`src/design/conv3_pkg.sv`:
```
// Shared types, constants and register codes for the 3x3 RGB convolution block.
`timescale 1ns / 1ps
`default_nettype none
package conv3_pkg;

	localparam int MAX_WIDTH_DEF = 2048;
	localparam int QUEUE_DEPTH   = 4;
	localparam int OUT_DEPTH     = 8;

	localparam int CFG_IDX_W   = 3;
	localparam int CFG_DATA_W  = 24;
	localparam int WIDTH_REG_W = 12;
	localparam int HEIGHT_W    = 16;
	localparam int CX_W        = 11;
	localparam int KROW_W      = 24;
	localparam int CH_W        = 8;

	localparam logic [KROW_W-1:0] KERNEL_MID_RESET = 24'h000100;

	typedef enum logic [CFG_IDX_W-1:0] {
		REG_IMAGE_WIDTH  = 3'd0,
		REG_IMAGE_HEIGHT = 3'd1,
		REG_KERNEL_TOP   = 3'd2,
		REG_KERNEL_MID   = 3'd3,
		REG_KERNEL_BOT   = 3'd4
	} cfg_reg_t;

	typedef struct packed {
		logic [CH_W-1:0] pixel_alpha;
		logic [CH_W-1:0] pixel_blue;
		logic [CH_W-1:0] pixel_green;
		logic [CH_W-1:0] pixel_red;
	} pixel_t;

	typedef struct packed {
		logic [CX_W-1:0]     center_x;
		logic [HEIGHT_W-1:0] center_y;
		logic [CH_W-1:0]     out_red;
		logic [CH_W-1:0]     out_green;
		logic [CH_W-1:0]     out_blue;
		logic [CH_W-1:0]     out_alpha;
		logic                frame_last;
	} result_t;

	// Classification that travels with each pixel from the front end
	typedef struct packed {
		logic                emit;
		logic [CX_W-1:0]     center_x;
		logic [HEIGHT_W-1:0] center_y;
		logic                frame_last;
	} tag_t;

	typedef struct packed {
		logic [KROW_W-1:0] row_bot;
		logic [KROW_W-1:0] row_mid;
		logic [KROW_W-1:0] row_top;
	} kernel_t;

endpackage
`default_nettype wire

```
`src/design/conv3_front.sv`:
```
// Front end: raster position counters, pixel classification and the hand-off queue.
`timescale 1ns / 1ps
`default_nettype none
module conv3_front #(
	parameter int MAX_WIDTH = conv3_pkg::MAX_WIDTH_DEF
) (
	input  logic                                clk,
	input  logic                                arst_n,
	input  logic                                push,
	output logic                                full,
	input  conv3_pkg::pixel_t                   pixel,
	input  logic [conv3_pkg::WIDTH_REG_W-1:0]   image_width,
	input  logic [conv3_pkg::HEIGHT_W-1:0]      image_height,
	output logic                                q_valid,
	input  logic                                q_pop,
	output conv3_pkg::pixel_t                   q_pixel,
	output logic [$clog2(MAX_WIDTH)-1:0]        q_col,
	output conv3_pkg::tag_t                     q_tag
);
	import conv3_pkg::*;

	localparam int XW  = $clog2(MAX_WIDTH);
	localparam int WW  = $clog2(MAX_WIDTH + 1);
	localparam int CW  = ((WW > WIDTH_REG_W) ? WW : WIDTH_REG_W) + 1;
	localparam int QAW = $clog2(QUEUE_DEPTH);
	localparam int QCW = $clog2(QUEUE_DEPTH + 1);

	typedef struct packed {
		pixel_t        pix;
		logic [XW-1:0] col;
		tag_t          tag;
	} qent_t;

	logic [XW-1:0]       x_q;
	logic [HEIGHT_W-1:0] y_q;
	logic [CW-1:0]       w_lim;
	logic [CW-1:0]       x_ext;
	logic [CW-1:0]       x_inc;
	logic [HEIGHT_W:0]   y_inc;
	logic [HEIGHT_W:0]   h_ext;
	logic                accept;
	tag_t                acc_tag;

	qent_t               q_mem [QUEUE_DEPTH];
	logic [QAW-1:0]      wr_ptr_q;
	logic [QAW-1:0]      rd_ptr_q;
	logic [QCW-1:0]      count_q;
	qent_t               head;

	assign full    = (count_q == QCW'(QUEUE_DEPTH));
	assign q_valid = (count_q != '0);
	assign accept  = push && !full;

	always_comb begin
		w_lim = (CW'(image_width) > CW'(MAX_WIDTH)) ? CW'(MAX_WIDTH) : CW'(image_width);
		x_ext = CW'(x_q);
		x_inc = x_ext + 1'b1;
		y_inc = {1'b0, y_q} + 1'b1;
		h_ext = {1'b0, image_height};
		acc_tag.emit = (x_ext >= CW'(2)) && (y_q >= HEIGHT_W'(2)) &&
			(x_ext < w_lim) && ({1'b0, y_q} < h_ext);
		acc_tag.center_x   = CX_W'(x_q - 1'b1);
		acc_tag.center_y   = y_q - 1'b1;
		acc_tag.frame_last = (x_inc == w_lim) && (y_inc == h_ext);
	end

	// Advance the raster position, wrapping at the configured sizes
	always_ff @(posedge clk or negedge arst_n) begin
		if (!arst_n) begin
			x_q <= '0;
			y_q <= '0;
		end else if (accept) begin
			if (x_inc >= w_lim) begin
				x_q <= '0;
				y_q <= (y_inc >= h_ext) ? '0 : HEIGHT_W'(y_inc);
			end else begin
				x_q <= XW'(x_inc);
			end
		end
	end

	always_ff @(posedge clk) begin
		if (accept) begin
			q_mem[wr_ptr_q] <= '{pix: pixel, col: x_q, tag: acc_tag};
		end
	end

	always_ff @(posedge clk or negedge arst_n) begin
		if (!arst_n) begin
			wr_ptr_q <= '0;
			rd_ptr_q <= '0;
			count_q  <= '0;
		end else begin
			if (accept) begin
				wr_ptr_q <= wr_ptr_q + 1'b1;
			end
			if (q_pop) begin
				rd_ptr_q <= rd_ptr_q + 1'b1;
			end
			if (accept && !q_pop) begin
				count_q <= count_q + 1'b1;
			end else if (!accept && q_pop) begin
				count_q <= count_q - 1'b1;
			end
		end
	end

	assign head    = q_mem[rd_ptr_q];
	assign q_pixel = head.pix;
	assign q_col   = head.col;
	assign q_tag   = head.tag;

endmodule
`default_nettype wire

```
`config.mk`:
```
export PLATFORM = sky130hd
export DESIGN_NAME = conv3_front
export DESIGN_NICKNAME = d
export VERILOG_FILES = /design/src/design/conv3_pkg.sv /design/src/design/conv3_front.sv
export SDC_FILE = /design/constraint.sdc
export NUM_CORES = 1
export LEC_CHECK = 0
export BUFFER_PORTS_ARGS = -buffer_cell sky130_fd_sc_hd__buf_2
export CAP_MARGIN = 20
export CORE_ASPECT_RATIO = 1.4
export CORE_MARGIN = 3
export CORE_UTILIZATION = 60
export CTS_CLUSTER_DIAMETER = 120
export CTS_CLUSTER_SIZE = 14
export DETAILED_ROUTE_END_ITERATION = 10
export PLACE_DENSITY_LB_ADDON = 0.2
export REMOVE_ABC_BUFFERS = 1
export SLEW_MARGIN = 25
export SYNTH_ARGS = -nofsm -noshare
export SYNTH_HDL_FRONTEND = slang
export SYNTH_SLANG_ARGS = --single-unit
```
`constraint.sdc`:
```
create_clock -name clk -period 5.95 [get_ports clk]
set_input_delay 0.8925 -clock clk [delete_from_list [all_inputs] [get_ports clk]]
set_output_delay 0.8925 -clock clk [all_outputs]
set_load 0.01 [all_outputs]
```
---- After elaboration in Yosys (flattened, before gate mapping) ----
Memories as Yosys holds them, arrays and structs flattened.
Cells that the tools add are included.
storage, ports and cells
  register bits ........................... 34
  memory bits (writable) .................. 288
  input bits .............................. 64
  output and inout bits ................... 74
  word-level logic and storage cells ...... 44
  memories kept ........................... 1
memory list
  memory  depth  width  rd ports  clocked after memory_dff  wr ports  line               text
  q_mem   4      72     1         0                         1         conv3_front.sv:44  qent_t q_mem [QUEUE_DEPTH];
cells by class
  $add $sub $neg .......................... 8
  order comparisons ....................... 7
  equality and inequality tests ........... 3
  muxes and demuxes ....................... 7
  reductions and logical operators ........ 13
operator list
  operator               count
  $add 16x1->17 const B  1
  $eq 17x16->1           1
  $ge 17x16->1           1
  $ge 16x2->1 const B    1
  $lt 16x16->1           1
  $mux 16                1
  $sub 16x1->16 const B  1
  $add 11x1->12 const B  1
  $eq 12x12->1           1
  $ge 12x12->1           1
  $gt 12x12->1 const B   1
  $lt 11x12->1           1
  $mux 12                1
  $ge 11x2->1 const B    1
  $mux 11                1
  $sub 11x1->11 const B  1
  $logic_and 1x1->1      7
  $mux 3                 2
  $add 2x1->2 const B    2
  $add 3x1->3 const B    1
  $eq 3x3->1 const B     1
  $logic_not 1->1        3
  $reduce_bool 3->1      1
  $sub 3x1->3 const B    1
  3 further kinds        4

---- Longest topological paths before layout ----
  depth after elaboration ................. 7
  depth in mapped cells ................... 14
  mapped depth without buffers ............ 12

---- Worst setup path after synthesis ----
No wires, ideal clock.
  path type ............................... flip-flop to flip-flop
  start point ............................. register y_q[1]
  end point ............................... register y_q[0]
  setup time .............................. 0.125 ns
  data arrival time ....................... 3.178 ns
  data required time ...................... 5.825 ns
  slack ................................... 2.647 ns
  stages on the path, launching flop included .. 13
  path buffers ............................ 0
  clock period less this slack ............ 3.303 ns
  path through ............................ dfrtp_1 ha_1 nand2_1 nor4_4 nand3_1 xnor2_1 ha_1 nand3_2 or3_1 or4_4 nand3_4 nor3_2 mux2_2
between the ends
  longest elaborated chain between the ends .. 3
RTL lines
  element                 line               text
  start, declared         conv3_front.sv:35  logic [HEIGHT_W-1:0] y_q;
  start signal, assigned  conv3_front.sv:75  y_q <= (y_inc >= h_ext) ? '0 : HEIGHT_W'(y_inc);
  $add 16x1->17           conv3_front.sv:58  y_inc = {1'b0, y_q} + 1'b1;
  $ge 17x16->1            conv3_front.sv:75
  $mux 16                 conv3_front.sv:75
Every way passes these cells.
A chain may end at the register's enable or synchronous reset.

---- Worst setup path after layout ----
  start point ............................. register x_q[0]
  end point ............................... register y_q[0]
between the ends
  longest elaborated chain between the ends .. 3
RTL lines
  element                            line               text
  start, declared                    conv3_front.sv:34  logic [XW-1:0] x_q;
  start signal, assigned             conv3_front.sv:77  x_q <= XW'(x_inc);
  $add 11x1->12                      conv3_front.sv:57  x_inc = x_ext + 1'b1;
  $ge 12x12->1                       conv3_front.sv:73  if (x_inc >= w_lim) begin
  $reduce_and 2->1 (no source line)  -
Every way passes these cells.

==> key figures <==
Detailed routing
  – DRT Pass-1 Iters: 5
  – Drt drc: 0
  – Final WL: 27140 um
  – DR vias/cell: 5.876
  – DRT antenna net count: 0
  – Initial drt markers: 515
  – Routed len/inst: 21.00 um
  – Vias: 7592

Power and ir drop
  – Comb pwr share: 0.308
  – Int Pwr: 4.933 mW
  – Tot Pwr: 7.132 mW
  – Sequential share of power: 0.475
  – Psw: 2.199 mW
  – Peak supply drop: 0.3010 mV
  – Leakage: 6.077 nW
  – Sw frac: 0.3083
  – Clk network pwr share: 0.217
  – PwrDens: 448.8 mW/mm2

Global routing
  – Busiest grt layer: met2
  – Met2 GRT Util: 0.3783
  – Met3 usage: 0.02657
  – Grt ovf: 0
  – Number of global-route vias before repair: 7920
  – Initial antenna violation count: 0
  – First-pass GRT wire length: 43170 um
  – GRT met1 Usage: 0.2978
  – Largest net degree at the start of global routing: 47
  – Aggregate global-route resource usage: 0.2184

Synth
  – Synth Area in Compound Gates: 0.03143
  – Post-synthesis xor/xnor area fraction: 0.03090
  – Synth Area per Inst: 16.89 um2
  – Synth unique cells: 53
  – Synth Instances: 839
  – Top cells by area, synth: edfxtp_1, mux4_2, dfrtp_1
  – Simple-gate area share of the yosys netlist: 0.07080
  – Post-Synth Adder-Cell Area: 0.05968
  – Cell taking the most area after synthesis: edfxtp_1
  – Post-synth top area share: 0.6102
  – Synthesized cell area: 0.01417 mm2
  – Seq cells post-synth: 322
  – EDFF count, synth: 288
  – Largest family of logic cells by synthesized area: multiplexers
  – Main flop type after synthesis: edfxtp_1
  – Post-synthesis mux area share: 0.1160
  – Synth cell count leaders: edfxtp_1, mux4_2, ha_1, nand2_1, dfrtp_1
  – Seq/Total Area, Yosys: 0.6703
  – Most frequent cell after synthesis: edfxtp_1
  – Async SR Flop Fraction: 0.1056
  – Yosys Warn Count: 0

Floorplan
  – Core region area: 0.02285 mm2
  – Chip height: 187.8 um
  – Initial cell density of the core: 0.6201
  – Row count: 65
  – Die area: 0.02553 mm2
  – Width of the die: 135.9 um
  – I/O Pins: 138

Worst hold path
  – Tightest Hold Check Type: in -> async

Setup path
  – Crit path required time: 6.35 ns
  – Worst setup path class: reg -> reg
  – CP Max Fanout: 12
  – Critical Path End Type: flop
  – Startpoint Class: flop
  – Critical Path AT: 4.36 ns

Timing
  – Worst slew pin tran: 0.7925 ns
  – Final setup violation count: 0
  – Max Clk Rate: 252.3 MHz
  – Setup TNS: 0 ns
  – RSZ-0062 raised after global routing: false
  – Final Critical Period: 3.963 ns
  – Pins Over Slew Limit: 0
  – Fin Hold WS: 0.4522 ns
  – Final WS setup: 1.987 ns
  – Slew HR: 0.4716
  – Clk_skew: 0.01701 ns
  – Final worst path period share: 0.6661
  – Final Hold Viols: 0

Final layout
  – Fill count: 1527
  – Area taken by flip-flops and latches: 0.009507 mm2
  – Util after Layout: 0.6954
  – P&R area growth vs syn: 12.13%
  – Total inserted antenna cells: 0
  – Layout Cells excl Fill: 1292
  – Multi-input combinational cell area: 0.004392 mm2
  – Net count, final: 1104
  – Finished Cell Area: 0.01589 mm2
  – Layout cells sized above 1: 0.2644

CTS
  – Root Buffer: clkbuf_16
  – Post-CTS Setup Bufs: 0
  – Worst-path clk slew: 0.07 ns
  – TritonCTS clock tree: done
  – CTS Sinks: 322
  – CTS buffer count: 26
  – CTS Hold Bufs: 0
  – Skew-Pair Late Insertion Delay: 0.52 ns
  – Max Root-Sink Buffers: 3
  – CTS H-tree depth: 1
  – CTS resizes: 0

Job
  – Number of max-cap violations: 0

Placed design
  – PortBufs: 137
  – Post-DP Area: 0.01514 mm2
  – Cell Count Post-Placement: 1246
  – Final GP Congestion: 0.8534
  – Hpwl dp: 17840 um
  – Post-Place Worst Slack: 2.035 ns

Outcome
  – Status: finished, final reports clean
## cell usage in the layout, fill, tap and decap left out, types with 19 or more instances in the layout
cell       Yosys  layout
buf_2         15     137
nand2b_1      25      25
ha_1          66      66
xnor2_1       21      21
mux4_2        72      72
clkbuf_1      19      19
inv_1         30      30
nand2_1       63      63
clkbuf_16      0      27
xor2_1        29      29
edfxtp_1     288     288
nor2_1        20      20
dfrtp_1       34      32
## flip-flops by register name, indices dropped and copies added (netlist names)
| register | flops |
|---|---|
| wr_ptr_q | 2 |
| q_mem | 288 |
| rd_ptr_q | 2 |
| y_q | 16 |
| x_q | 11 |
| count_q | 3 |
## power by group through the flow
stage          clock, mW  sequential (mW)  combinational [mW]
2_1_floorplan          0             3.44                1.43
3_3_place_gp           0             3.41                2.21
3_5_place_dp           0             3.44                2.23
4_1_cts             1.59             3.40                2.25
5_1_grt             1.67             3.45                2.41
6_report            1.55             3.39                2.20
## kinds of logic after synthesis
family,Yosys count
AOI/OAI and AO/OA,67
and+or+nand+nor,188
muxes,74
adders and majority gates,67
xor gates and xnor gates,50
DFF,322
buffers and inverters,71
## worst max-delay path: stages, from the launching register on
cell and delay [ns]:
dfrtp_1 0.51, inv_1 0.21, nor3_1 0.49, and3_1 0.25
xor2_1 0.20, ha_1 0.28, a211oi_1 0.24, nor2_1 0.06
or3_1 0.33, o31ai_2 0.62, buf_4 0.28, nor3_2 0.07
mux2_2 0.29
## worst paths after layout
kind                       startpoint           to  slack (ns)  cells past startpoint
setup / recovery               x_q[0]       y_q[0]        1.99                     12
hold / removal                 arst_n       y_q[1]        0.45                      1
setup reg to reg               x_q[0]       y_q[0]        1.99                     12
hold reg to reg            count_q[2]   count_q[2]        0.48                      1
max in group asynchronous      arst_n  rd_ptr_q[0]        4.90                      1
min in group clk           count_q[2]   count_q[2]        0.48                      1
## layout make-up
cell class | count | area share
sequential | 322 | 0.5982
tap | 301 | 0.02370
clock buffer | 46 | 0.04700
inverter | 31 | 0.007322
multi-input combinational | 446 | 0.2764
timing repair buffer | 146 | 0.04740
## layer usage
metal  wire length, um  part of all wire
met3              1296             0.048
met2             14240              0.52
met1             11030              0.41
met5                 0                 0
met4               573             0.021
No activity file was read; power rests on OpenSTA's default activity.
