==> config.mk <==
export PLATFORM = sky130hd
export DESIGN_NAME = conv3_ofifo
export DESIGN_NICKNAME = d
export VERILOG_FILES = /design/src/design/conv3_pkg.sv /design/src/design/conv3_ofifo.sv
export SDC_FILE = /design/constraint.sdc
export NUM_CORES = 1
export LEC_CHECK = 0
export BUFFER_PORTS_ARGS = -buffer_cell sky130_fd_sc_hd__buf_2
export CAP_MARGIN = 30
export CORE_MARGIN = 3
export CORE_UTILIZATION = 55
export DETAILED_ROUTE_END_ITERATION = 10
export GPL_ROUTABILITY_DRIVEN = 0
export HOLD_SLACK_MARGIN = 0.15
export PLACE_DENSITY = 0.73
export SLEW_MARGIN = 5
export SYNTH_ARGS = -nofsm -noshare
export SYNTH_HDL_FRONTEND = slang
export SYNTH_SLANG_ARGS = --single-unit
==> constraint.sdc <==
create_clock -name clk -period 5.97 [get_ports clk]
set_input_delay 0.597 -clock clk [delete_from_list [all_inputs] [get_ports clk]]
set_output_delay 0.597 -clock clk [all_outputs]
set_load 0.01 [all_outputs]
==> src/design/conv3_pkg.sv <==
// Shared types, constants and register codes for the 3x3 RGB convolution block.
`timescale 1ns / 1ps
`default_nettype none
package conv3_pkg;

	localparam int MAX_WIDTH_DEF = 2048;
	localparam int QUEUE_DEPTH   = 4;
	localparam int OUT_DEPTH     = 8;

	localparam int CFG_IDX_W   = 3;
	localparam int CFG_DATA_W  = 24;
	localparam int WIDTH_REG_W = 12;
	localparam int HEIGHT_W    = 16;
	localparam int CX_W        = 11;
	localparam int KROW_W      = 24;
	localparam int CH_W        = 8;

	localparam logic [KROW_W-1:0] KERNEL_MID_RESET = 24'h000100;

	typedef enum logic [CFG_IDX_W-1:0] {
		REG_IMAGE_WIDTH  = 3'd0,
		REG_IMAGE_HEIGHT = 3'd1,
		REG_KERNEL_TOP   = 3'd2,
		REG_KERNEL_MID   = 3'd3,
		REG_KERNEL_BOT   = 3'd4
	} cfg_reg_t;

	typedef struct packed {
		logic [CH_W-1:0] pixel_alpha;
		logic [CH_W-1:0] pixel_blue;
		logic [CH_W-1:0] pixel_green;
		logic [CH_W-1:0] pixel_red;
	} pixel_t;

	typedef struct packed {
		logic [CX_W-1:0]     center_x;
		logic [HEIGHT_W-1:0] center_y;
		logic [CH_W-1:0]     out_red;
		logic [CH_W-1:0]     out_green;
		logic [CH_W-1:0]     out_blue;
		logic [CH_W-1:0]     out_alpha;
		logic                frame_last;
	} result_t;

	// Classification that travels with each pixel from the front end
	typedef struct packed {
		logic                emit;
		logic [CX_W-1:0]     center_x;
		logic [HEIGHT_W-1:0] center_y;
		logic                frame_last;
	} tag_t;

	typedef struct packed {
		logic [KROW_W-1:0] row_bot;
		logic [KROW_W-1:0] row_mid;
		logic [KROW_W-1:0] row_top;
	} kernel_t;

endpackage
`default_nettype wire

==> src/design/conv3_ofifo.sv <==
// Output queue holding finished results until the receiver takes them.
`timescale 1ns / 1ps
`default_nettype none
module conv3_ofifo (
	input  logic                                      clk,
	input  logic                                      arst_n,
	input  logic                                      push,
	input  conv3_pkg::result_t                        din,
	input  logic                                      pop,
	output logic                                      empty,
	output conv3_pkg::result_t                        dout,
	output logic [$clog2(conv3_pkg::OUT_DEPTH+1)-1:0] count
);
	import conv3_pkg::*;

	localparam int AW = $clog2(OUT_DEPTH);
	localparam int CW = $clog2(OUT_DEPTH + 1);

	result_t        mem [OUT_DEPTH];
	logic [AW-1:0]  wr_ptr_q;
	logic [AW-1:0]  rd_ptr_q;
	logic [CW-1:0]  count_q;
	logic           do_pop;

	assign empty  = (count_q == '0);
	assign do_pop = pop && !empty;
	assign count  = count_q;
	assign dout   = mem[rd_ptr_q];

	always_ff @(posedge clk) begin
		if (push) begin
			mem[wr_ptr_q] <= din;
		end
	end

	always_ff @(posedge clk or negedge arst_n) begin
		if (!arst_n) begin
			wr_ptr_q <= '0;
			rd_ptr_q <= '0;
			count_q  <= '0;
		end else begin
			if (push) begin
				wr_ptr_q <= wr_ptr_q + 1'b1;
			end
			if (do_pop) begin
				rd_ptr_q <= rd_ptr_q + 1'b1;
			end
			if (push && !do_pop) begin
				count_q <= count_q + 1'b1;
			end else if (!push && do_pop) begin
				count_q <= count_q - 1'b1;
			end
		end
	end

endmodule
`default_nettype wire

* Word level (Yosys, flattened, before mapping)
Memories as Yosys holds them, arrays and structs flattened.
Index checks and enable logic that the tools add are counted.
** Storage, ports and cells
- Register bits after elaboration :: 10
- Input bits :: 64
- Memory bits (read-only) :: 0
- Bits in writable memories :: 480
- Memories :: 1
- Latch bits :: 0
** Memory list
- mem :: depth 8, width 60, read ports 1, clocked after Yosys merged registers in 0, wr ports 1, line conv3_ofifo.sv:19 : result_t mem [OUT_DEPTH];
** Cells by class
- Bitwise gates (word level) :: 0
- Reduce and logical (&&, ||, !) cells :: 8
- Multiply operators :: 0
- $add $sub $neg :: 4
- Shift-type cells :: 0
- Equal/unequal tests :: 0
- Div/mod/pow operators :: 0
- $lt $le $gt $ge :: 0
- Multiplexer cells :: 4
** Operators with widths (number)
- 4-bit two-way mux :: 2
- 3-bit by 1-bit adder with 3-bit output (second input constant) :: 2
- 4-bit by 1-bit adder with 4-bit output (second input constant) :: 1
- 4-bit logical NOT :: 1
- 4-bit by 1-bit subtractor with 4-bit output (second input constant) :: 1
- 1-bit logical AND :: 3
- 1-bit logical NOT :: 3
- 1-bit two-way mux :: 2
- 2-bit nonzero test :: 1

* Depth between registers and ports, before layout
Gate-level depths: netlist (run 1).
- Depth in word-level cells :: 6
- Gate-level depth with buffers :: 7
- Gate-level depth less buffers :: 7

* Worst setup path before layout (run 1)
OpenSTA, ideal clock, no wires.
- Kind :: input to register
- From :: in push
- To :: mem mem[0][0] in the netlist's numbering (enable)
- Slack :: 645 ps
- Buffers on the path :: 0
- Setup time :: 552 ps
- Stages :: 2
- Arrival time :: 4774 ps
- Data required time :: 5418 ps
- Path through :: nand2b_1 nor3_1
** Between the ends
- Cells in the longest elaborated chain, start to end :: 2
** RTL lines
- from (decl) :: line conv3_ofifo.sv:7 : input logic push,
- 1-bit two-way mux :: line conv3_ofifo.sv:31 : if (push) begin
- 1-bit two-way mux (implied by the code) :: line conv3_ofifo.sv:32 : mem[wr_ptr_q] <= din;
- to (decl) :: line conv3_ofifo.sv:19
No other way between the ends.

==> results.py, run 1 <==
metrics = {
    "cells_and_area": {
        "fin_nets": 985,
        "post_layout_nonfiller_instances": 1403,
        "area_growth_pct": 14.57,
        "final_common_cell": "edfxtp_1",
        "n_fill_cell": 2223,
        "final_cell_mix": "480 x edfxtp_1, 128 x buf_2, 93 x mux4_2",
        "drive_gt1_frac": 0.4082,
        "utilization": 0.6402,
    },
    "worst_setup_path": {
        "crit_fanout": 35,
        "crit_family": "multiplexers",
        "max_stage_delay_ns": 0.86,
        "path_cells": "buf_4 -> mux4_1 -> mux2_2 -> buf_2",
        "path_buf_inv": 2,
        "crit_path_end_kind": "primary output",
        "cpMaxStageDelayCell": "dfrtp_4",
        "critical_path_class": "reg2out",
        "cp.arrival_ns": 3.08,
        "required_ns": 5.37,
        "r2r_slack_ns": 3.06,
        "cp-start-kind": "flip-flop",
    },
    "clock_tree": {
        "cts_tree": "yes",
        "clk_path_buf_depth": 3,
        "post_cts_buffers": 0,
        "clk_pin_slew_worst_paths_ns": 0.06,
        "clk-insertion-delay-late_ns": 0.54,
        "numCtsBuffers": 48,
        "cts.sinks": 490,
        "cts-root-buf": "clkbuf_16",
        "htreeDepth": 2,
    },
    "logic_synthesis": {
        "synth-seq-area-share": 0.7807,
        "yosys_register_bits": 490,
        "avgSynthCellArea_um2": 24.91,
        "synth.distinct_cells": 30,
        "synth.yosys.warnings": 0,
        "netlist_area_um2": 18780,
        "syn_inst": 754,
        "syn_nets": 824,
    },
    "floorplan": {
        "core_um2": 33620,
        "rows": 67,
        "die_y_um": 190.8,
        "dieArea_um2": 36410,
        "start_util": 0.5588,
        "die-width_um": 190.8,
        "ioPinCount": 129,
    },
    "sta": {
        "worstMarginPinSlew_ns": 0.9051,
        "final-setup-viol-count": 0,
        "skew_ns": 0.01501,
        "final-hold-violation-count": 0,
        "relSlewSlack": 0.3952,
        "fin_crit_ns": 3.676,
        "fmax_mhz": 272.0,
        "finalCritPeriodShare": 0.6157,
        "fin_hold_ws_ns": 0.3209,
        "fin_tns_setup_ns": 0,
        "rsz0062_at_grt": "false",
        "maxSlewViolCount": 0,
    },
    "min_path": {
        "hold_path.class": "in2reg",
    },
    "placed_design": {
        "io_buffers": 128,
        "hpwl_um": 18340,
        "dp.cells": 1312,
    },
    "outcome": {
        "status": "finished clean",
    },
    "detailed_routing": {
        "totalWireLength_um": 33940,
        "vias_per_cell": 5.825,
        "post_drt_wl_per_cell_um": 24.19,
        "ant_nets": 0,
        "drtIter0Drc": 523,
        "drt_pre_antenna_iters": 5,
        "num_vias": 8172,
        "route.detailed.drc": 0,
    },
    "power": {
        "vdd_ir_drop_max_v": 0.0004083,
        "total_power_uw": 10500,
        "leakagePower_uw": 0.007114,
        "powerDensity_nw_per_um2": 487.7,
    },
    "global_routing": {
        "overflow": 0,
        "grt_pass1_wl_um": 52360,
        "grt_pass1_vias": 8559,
        "grtUsageTotal": 0.1928,
        "grt_max_degree": 62,
        "antenna_found_initial": 4,
    },
    "run": {
        "maxCapViolCount": 0,
    },
}
[final timing paths]
| kind | start | end | depth (start not counted) |
|---|---|---|---|
| setup / recovery | rd_ptr_q[0] | dout[26] | 4 |
| min in group asynchronous | arst_n | count[0] | 2 |
| hold reg to reg | wr_ptr_q[2] | wr_ptr_q[2] | 1 |
| max in group asynchronous | arst_n | rd_ptr_q[2] | 2 |
| setup reg to reg | count[0] | count[3] | 7 |
| hold / removal | din[56] | mem[3][56] | 1 |
[routing by layer]
layer	global-route usage	vias up	wire length (µm)
li1	-	3585	-
met1	0.2974	4297	15320
met2	0.2948	230	15960
met3	0.03162	54	1980
met4	0.04968	6	634
met5	0	-	47
[what timing repair did]
item / 4_1_cts / 5_1_grt
hold buffers: 1 / 0
gates resized for setup: 0 / 0
endpoints found under the hold margin: 10 / 0
[worst register-to-register path, delay by kind of cell (launching register included)]
family          cells  cell delay [ns]
compound gates      3             0.90
fa+ha+maj           2             0.72
simple gates        1             0.54
flops               1             0.49
buf+inv             1             0.13
[kinds of logic (layout without fill, tap and decap cells)]
family                   after synthesis  in the layout  share of synthesized area
AO/OA/AOI/OAI                          7              7                   0.003064
flip-flops                           490            490                     0.7807
XOR/XNOR                               6              6                   0.002798
buffers and inverters                 37            236                    0.01532
other                                  0              2                          0
adder cells (fa/ha/maj)                6              6                   0.004396
multiplexers                         184            184                     0.1876
AND/OR/NAND/NOR                       24             24                   0.006196
[report_power, final]
| part | switching (µW) | leakage [µW] | internal, µW | total (µW) |
|---|---|---|---|---|
| sequential | 291 | 0.00448 | 4330 | 4620 |
| clock | 1210 | 0.000773 | 1730 | 2940 |
| combinational | 1450 | 0.00187 | 1490 | 2940 |
[Yosys cell counts (all sizes together)]
cell,count,area share
inv,2,0.00040
or4,1,0.00040
or3,1,0.00033
dfrtp,10,0.013
mux2i,1,0.00053
buf,22,0.012
clkbuf,13,0.0026
nor2,7,0.0014
nand2,5,0.0010
a21oi,2,0.00053
mux2,63,0.038
nand2b,3,0.0010
o41ai,1,0.00087
xor2,2,0.00093
o211ai,2,0.00080
o21ai,1,0.00027
xnor2,4,0.0019
nand3,2,0.00053
ha,5,0.0033
nor3,3,0.00080
nor4,1,0.00033
a2111o,1,0.00060
fa,1,0.0011
mux4,120,0.15
nand3b,1,0.00040
edfxtp,480,0.77
[per-stage QoR]
stage / cell area [µm²] / worst slack (ns)
detailed placement: 19950 / 2.766
floorplan: 18780 / 0.6448
global placement: 19900 / 2.810
finish: 21520 / 2.294
CTS: 21520 / 2.174
global route: 21520 / 2.073
[cell type report]
type | count | area (µm²) | area share
Timing Repair Buffer | 146 | 830.8 | 0.03860
Clock inverter | 28 | 246.5 | 0.01145
Sequential cell | 490 | 14680 | 0.6819
Multi-Input combinational cell | 227 | 3887 | 0.1806
Tap cell | 448 | 560.5 | 0.02605
Antenna cell | 2 | 5.005 | 0.0002326
Clock buffer | 60 | 1308 | 0.06076
Inverter | 2 | 7.507 | 0.0003488
[state kept, by name, summed over array words and instances, names as in the netlist]
| signal | cells |
|---|---|
| rd_ptr_q | 3 |
| count | 4 |
| wr_ptr_q | 3 |
| mem | 480 |
Note: power is estimated with default switching activity, not from simulation.
==> inputs of run 2 (changes only) <==
- CORE_UTILIZATION: 55 -> 54
- PLACE_DENSITY: 0.73 -> 0.74
- clock period: 5.97 -> 3.35 ns (I/O delays scaled with it)
==> results.py, run 2 (synthesis gave the netlist of run 1 again) <==
metrics = {
    "outcome": {
        "status": "finished clean",
    },
    "worst_setup_path": {
        "path_cells": "buf_12 -> mux4_2 -> mux2_2 -> buf_2",
        "r2r_slack_ns": 0.58,
        "max_stage_delay_ns": 0.91,
        "cpMaxStageDelayCell": "dfrtp_4",
        "required_ns": 3.01,
        "crit_path_end_kind": "primary output",
        "cp-start-kind": "flip-flop",
        "crit_end": "dout[40]",
        "reg2reg_depth": 7,
        "crit_family": "flip-flops",
        "cp.arrival_ns": 2.63,
        "r2r-end": "count[3]",
        "rr_startpoint": "count[0]",
        "critical_path_depth": 4,
        "path_buf_inv": 2,
        "critical_path_class": "reg2out",
        "crit_fanout": 47,
        "crit_start": "rd_ptr_q[1]",
    },
    "global_routing": {
        "grt_pass1_wl_um": 53020,
        "grt_max_degree": 75,
        "grt_pass1_vias": 9079,
        "grtUsageTotal": 0.1922,
        "overflow": 0,
        "antenna_found_initial": 1,
    },
    "sta": {
        "relSlewSlack": 0.4451,
        "final-setup-viol-count": 0,
        "rsz0062_at_grt": "false",
        "worstMarginPinSlew_ns": 0.8303,
        "fmax_mhz": 336.8,
        "skew_ns": 0.01502,
        "final-hold-violation-count": 0,
        "finalCritPeriodShare": 0.8863,
        "maxSlewViolCount": 0,
        "fin_crit_ns": 2.969,
        "fin_tns_setup_ns": 0,
    },
    "detailed_routing": {
        "drt_pre_antenna_iters": 5,
        "num_vias": 8379,
        "post_drt_wl_per_cell_um": 23.47,
        "drtIter0Drc": 597,
        "vias_per_cell": 5.692,
        "ant_nets": 0,
        "route.detailed.drc": 0,
        "totalWireLength_um": 34550,
    },
    "clock_tree": {
        "cts-root-buf": "clkbuf_16",
        "clk_path_buf_depth": 3,
        "cts.sinks": 490,
        "cts_tree": "yes",
        "numCtsBuffers": 49,
        "post_cts_buffers": 0,
        "clk_pin_slew_worst_paths_ns": 0.06,
        "clk-insertion-delay-late_ns": 0.55,
        "htreeDepth": 2,
    },
    "cells_and_area": {
        "fin_nets": 1053,
        "final_cell_mix": "480 x edfxtp_1, 128 x buf_2, 93 x mux4_2",
        "largest_register_ffs": 480,
        "area_growth_pct": 18.34,
        "final_common_cell": "edfxtp_1",
        "drive_gt1_frac": 0.3705,
        "regMostFlops": "mem",
    },
    "floorplan": {
        "ioPinCount": 129,
        "die-width_um": 192.5,
        "core_um2": 33870,
        "dieArea_um2": 37060,
        "die_y_um": 192.5,
        "rows": 67,
        "start_util": 0.5546,
    },
    "placed_design": {
        "hpwl_um": 18380,
        "io_buffers": 128,
    },
    "run": {
        "maxCapViolCount": 0,
    },
    "min_path": {
        "hold_path.class": "in2async",
    },
    "power": {
        "total_power_uw": 18740,
        "vdd_ir_drop_max_v": 0.0005757,
        "powerDensity_nw_per_um2": 843.2,
        "leakagePower_uw": 0.007377,
    },
}
==> run 2: repair_timing <==
action,in CTS,in global routing
hold buffers,63,0
resized for setup,0,0
hold endpoints to repair,494,0
==> run 2: stage by stage <==
stage,std cells,hold WS (ns),utilization,setup WS [ns],cell area (µm²)
after floorplan,754,0.03941,-,-0.2648,18800
after global placement,1317,0.2136,0.5931,0.6758,20090
after detailed placement,1317,0.2076,0.5931,0.6017,20090
after CTS,1471,0.1503,0.6563,0.3077,22230
after global routing,1472,0.2286,0.6564,0.2510,22230
final,1472,0.2248,0.6564,0.3809,22230
==> run 2: worst reg2reg max path: stages (launching register included) <==
cell,delay [ns]
dfrtp_1,0.47
o41ai_2,0.59
ha_1,0.35
inv_1,0.13
ha_1,0.36
or4_1,0.54
o211ai_1,0.11
o211ai_1,0.10
==> run 2: final cells by class <==
type                            count  area, µm²
Sequential cell                   490      14680
Fill cell                        2184      11640
Multi-Input combinational cell    227       3900
Timing Repair Buffer              213       1574
Clock buffer                       72       1365
Tap cell                          448      560.5
Clock inverter                     19      145.1
Inverter                            2      7.507
Antenna cell                        1      2.502
==> run 2: power by group <==
part | switching, µW | internal [µW] | leakage, µW
clock | 2110 | 2970 | 0.000724
combinational | 2700 | 2790 | 0.00218
sequential | 468 | 7710 | 0.00448
==> run 2: how the worst min path moves through the flow <==
stage                       end  slack (ns)
floorplan              count[0]        0.04
global placement       count[0]        0.21
detailed placement     count[0]        0.21
CTS                    count[3]        0.15
global route        wr_ptr_q[2]        0.23
finish                 count[3]        0.22
==> run 2: per-layer routing <==
| metal | wire length [µm] | GRT usage | up-vias |
|---|---|---|---|
| met5 | 0 | 0 | - |
| met4 | 713 | 0.05492 | 0 |
| met3 | 1917 | 0.03887 | 51 |
| met2 | 17990 | 0.3285 | 221 |
| met1 | 13920 | 0.2545 | 4387 |
| li1 | - | - | 3720 |
==> inputs of run 3 (changes only) <==
- SETUP_SLACK_MARGIN: default -> 0.4
==> results.py, run 3 (synthesis gave the netlist of run 1 again) <==
metrics = {
    "outcome": {
        "status": "finished clean",
    },
    "cells_and_area": {
        "drive_gt1_frac": 0.3717,
        "final_cell_mix": "480 x edfxtp_1, 128 x buf_2, 93 x mux4_2",
        "n_fill_cell": 2176,
        "design_area_um2": 22300,
        "area_growth_pct": 18.74,
        "utilization": 0.6586,
        "fin_nets": 1055,
        "seq_area_um2": 14680,
        "regMostFlops": "mem",
        "multi_input_area_um2": 3911,
        "post_layout_nonfiller_instances": 1475,
        "largest_register_ffs": 480,
        "final_common_cell": "edfxtp_1",
    },
    "placed_design": {
        "placed_area_um2": 20090,
        "dp.cells": 1317,
        "hpwl_um": 18380,
        "place_ws_ns": 0.6017,
        "io_buffers": 128,
    },
    "power": {
        "vdd_ir_drop_max_v": 0.0005611,
        "swShare": 0.2822,
        "p_clk_frac": 0.269,
        "power_switching_uw": 5327,
        "internal-power_uw": 13550,
        "pwr-share-seq": 0.431,
        "combPwrFrac": 0.300,
        "powerDensity_nw_per_um2": 846.4,
        "leakagePower_uw": 0.007413,
    },
    "global_routing": {
        "grt_pass1_vias": 9081,
        "overflow": 0,
        "antenna_found_initial": 2,
        "grt_max_degree": 49,
        "grtUsageTotal": 0.1954,
        "grt_pass1_wl_um": 53680,
    },
    "clock_tree": {
        "numCtsBuffers": 49,
        "clk-insertion-delay-late_ns": 0.55,
        "clk_path_buf_depth": 3,
        "cts.sinks": 490,
        "clk_pin_slew_worst_paths_ns": 0.06,
        "cts_tree": "yes",
        "htreeDepth": 2,
        "cts-root-buf": "clkbuf_16",
    },
    "detailed_routing": {
        "num_vias": 8401,
        "route.detailed.drc": 0,
        "vias_per_cell": 5.696,
        "totalWireLength_um": 35160,
        "ant_nets": 0,
        "post_drt_wl_per_cell_um": 23.84,
        "drtIter0Drc": 588,
        "drt_pre_antenna_iters": 5,
    },
    "worst_setup_path": {
        "path_buf_inv": 2,
        "crit_path_end_kind": "primary output",
        "required_ns": 3.01,
        "crit_family": "multiplexers",
        "path_cells": "buf_12 -> mux4_1 -> mux2_2 -> buf_2",
        "cp.arrival_ns": 2.50,
        "cpMaxStageDelayCell": "mux4_1",
        "max_stage_delay_ns": 0.66,
        "critical_path_class": "reg2out",
        "crit_fanout": 48,
        "cp-start-kind": "flip-flop",
    },
    "floorplan": {
        "start_util": 0.5546,
        "die_y_um": 192.5,
        "die-width_um": 192.5,
        "ioPinCount": 129,
        "dieArea_um2": 37060,
        "rows": 67,
        "core_um2": 33870,
    },
    "sta": {
        "finalCritPeriodShare": 0.8455,
        "maxSlewViolCount": 0,
        "final-hold-violation-count": 0,
        "rsz0062_at_grt": "false",
        "relSlewSlack": 0.4498,
        "skew_ns": 0.01560,
        "fin_hold_ws_ns": 0.2221,
        "fin_crit_ns": 2.832,
        "fmax_mhz": 353.1,
        "worstMarginPinSlew_ns": 0.8233,
        "final.setup.worst_slack_ns": 0.5176,
        "final-setup-viol-count": 0,
    },
    "run": {
        "maxCapViolCount": 0,
    },
    "min_path": {
        "hold_path.class": "in2async",
    },
}
==> run 3: cell type report <==
class | count | share of cell area
Inverter | 2 | 0.0003366
Tap cell | 448 | 0.02513
Timing Repair Buffer | 215 | 0.07326
Clock inverter | 19 | 0.006507
Multi-Input combinational cell | 227 | 0.1754
Sequential cell | 490 | 0.6580
Clock buffer | 72 | 0.06120
Antenna cell | 2 | 0.0002244
==> run 3: power by group through the flow <==
stage / logic [µW] / clock network [µW] / registers [µW]
floorplan: 4040 / 0 / 8070
global placement: 5490 / 0 / 8250
detailed placement: 5550 / 0 / 8320
CTS: 5810 / 5210 / 8150
global route: 6120 / 5450 / 8230
finish: 5650 / 5080 / 8140
==> run 3: path summary, 6_finish.rpt <==
path / from / to / slack (ns) / cells after the start
max: rd_ptr_q[0] / dout[26] / 0.52 / 4
min: arst_n / count[3] / 0.22 / 2
max reg2reg: count[0] / count[3] / 0.69 / 7
min reg2reg: wr_ptr_q[2] / wr_ptr_q[2] / 0.49 / 1
max in group asynchronous: arst_n / rd_ptr_q[0] / 2.91 / 2
min in group clk: wr_ptr_q[2] / wr_ptr_q[2] / 0.49 / 1
==> run 3: what timing repair did <==
item                                    4_1_cts  5_1_grt
hold buffers                                 63        0
resized for setup                             1        1
hold endpoints to repair                    494        0
cloned                                        1        0
endpoints found under the setup margin       25        1
setup buffers                                 1        0
==> run 3: metal layers <==
layer  vias to the layer above  routed length, µm  global-route usage
met4                         0                706             0.05436
li1                       3726                  -                   -
met3                        48               1972             0.03887
met2                       240              18320              0.3342
met5                         -                  0                   0
met1                      4387              14170              0.2596
==> run 3: metrics by stage <==
step                power, µW  setup TNS, ns
global route            19800              0
finish                  18880              0
CTS                     19180              0
floorplan               12100         -77.36
global placement        13740              0
detailed placement      13870              0
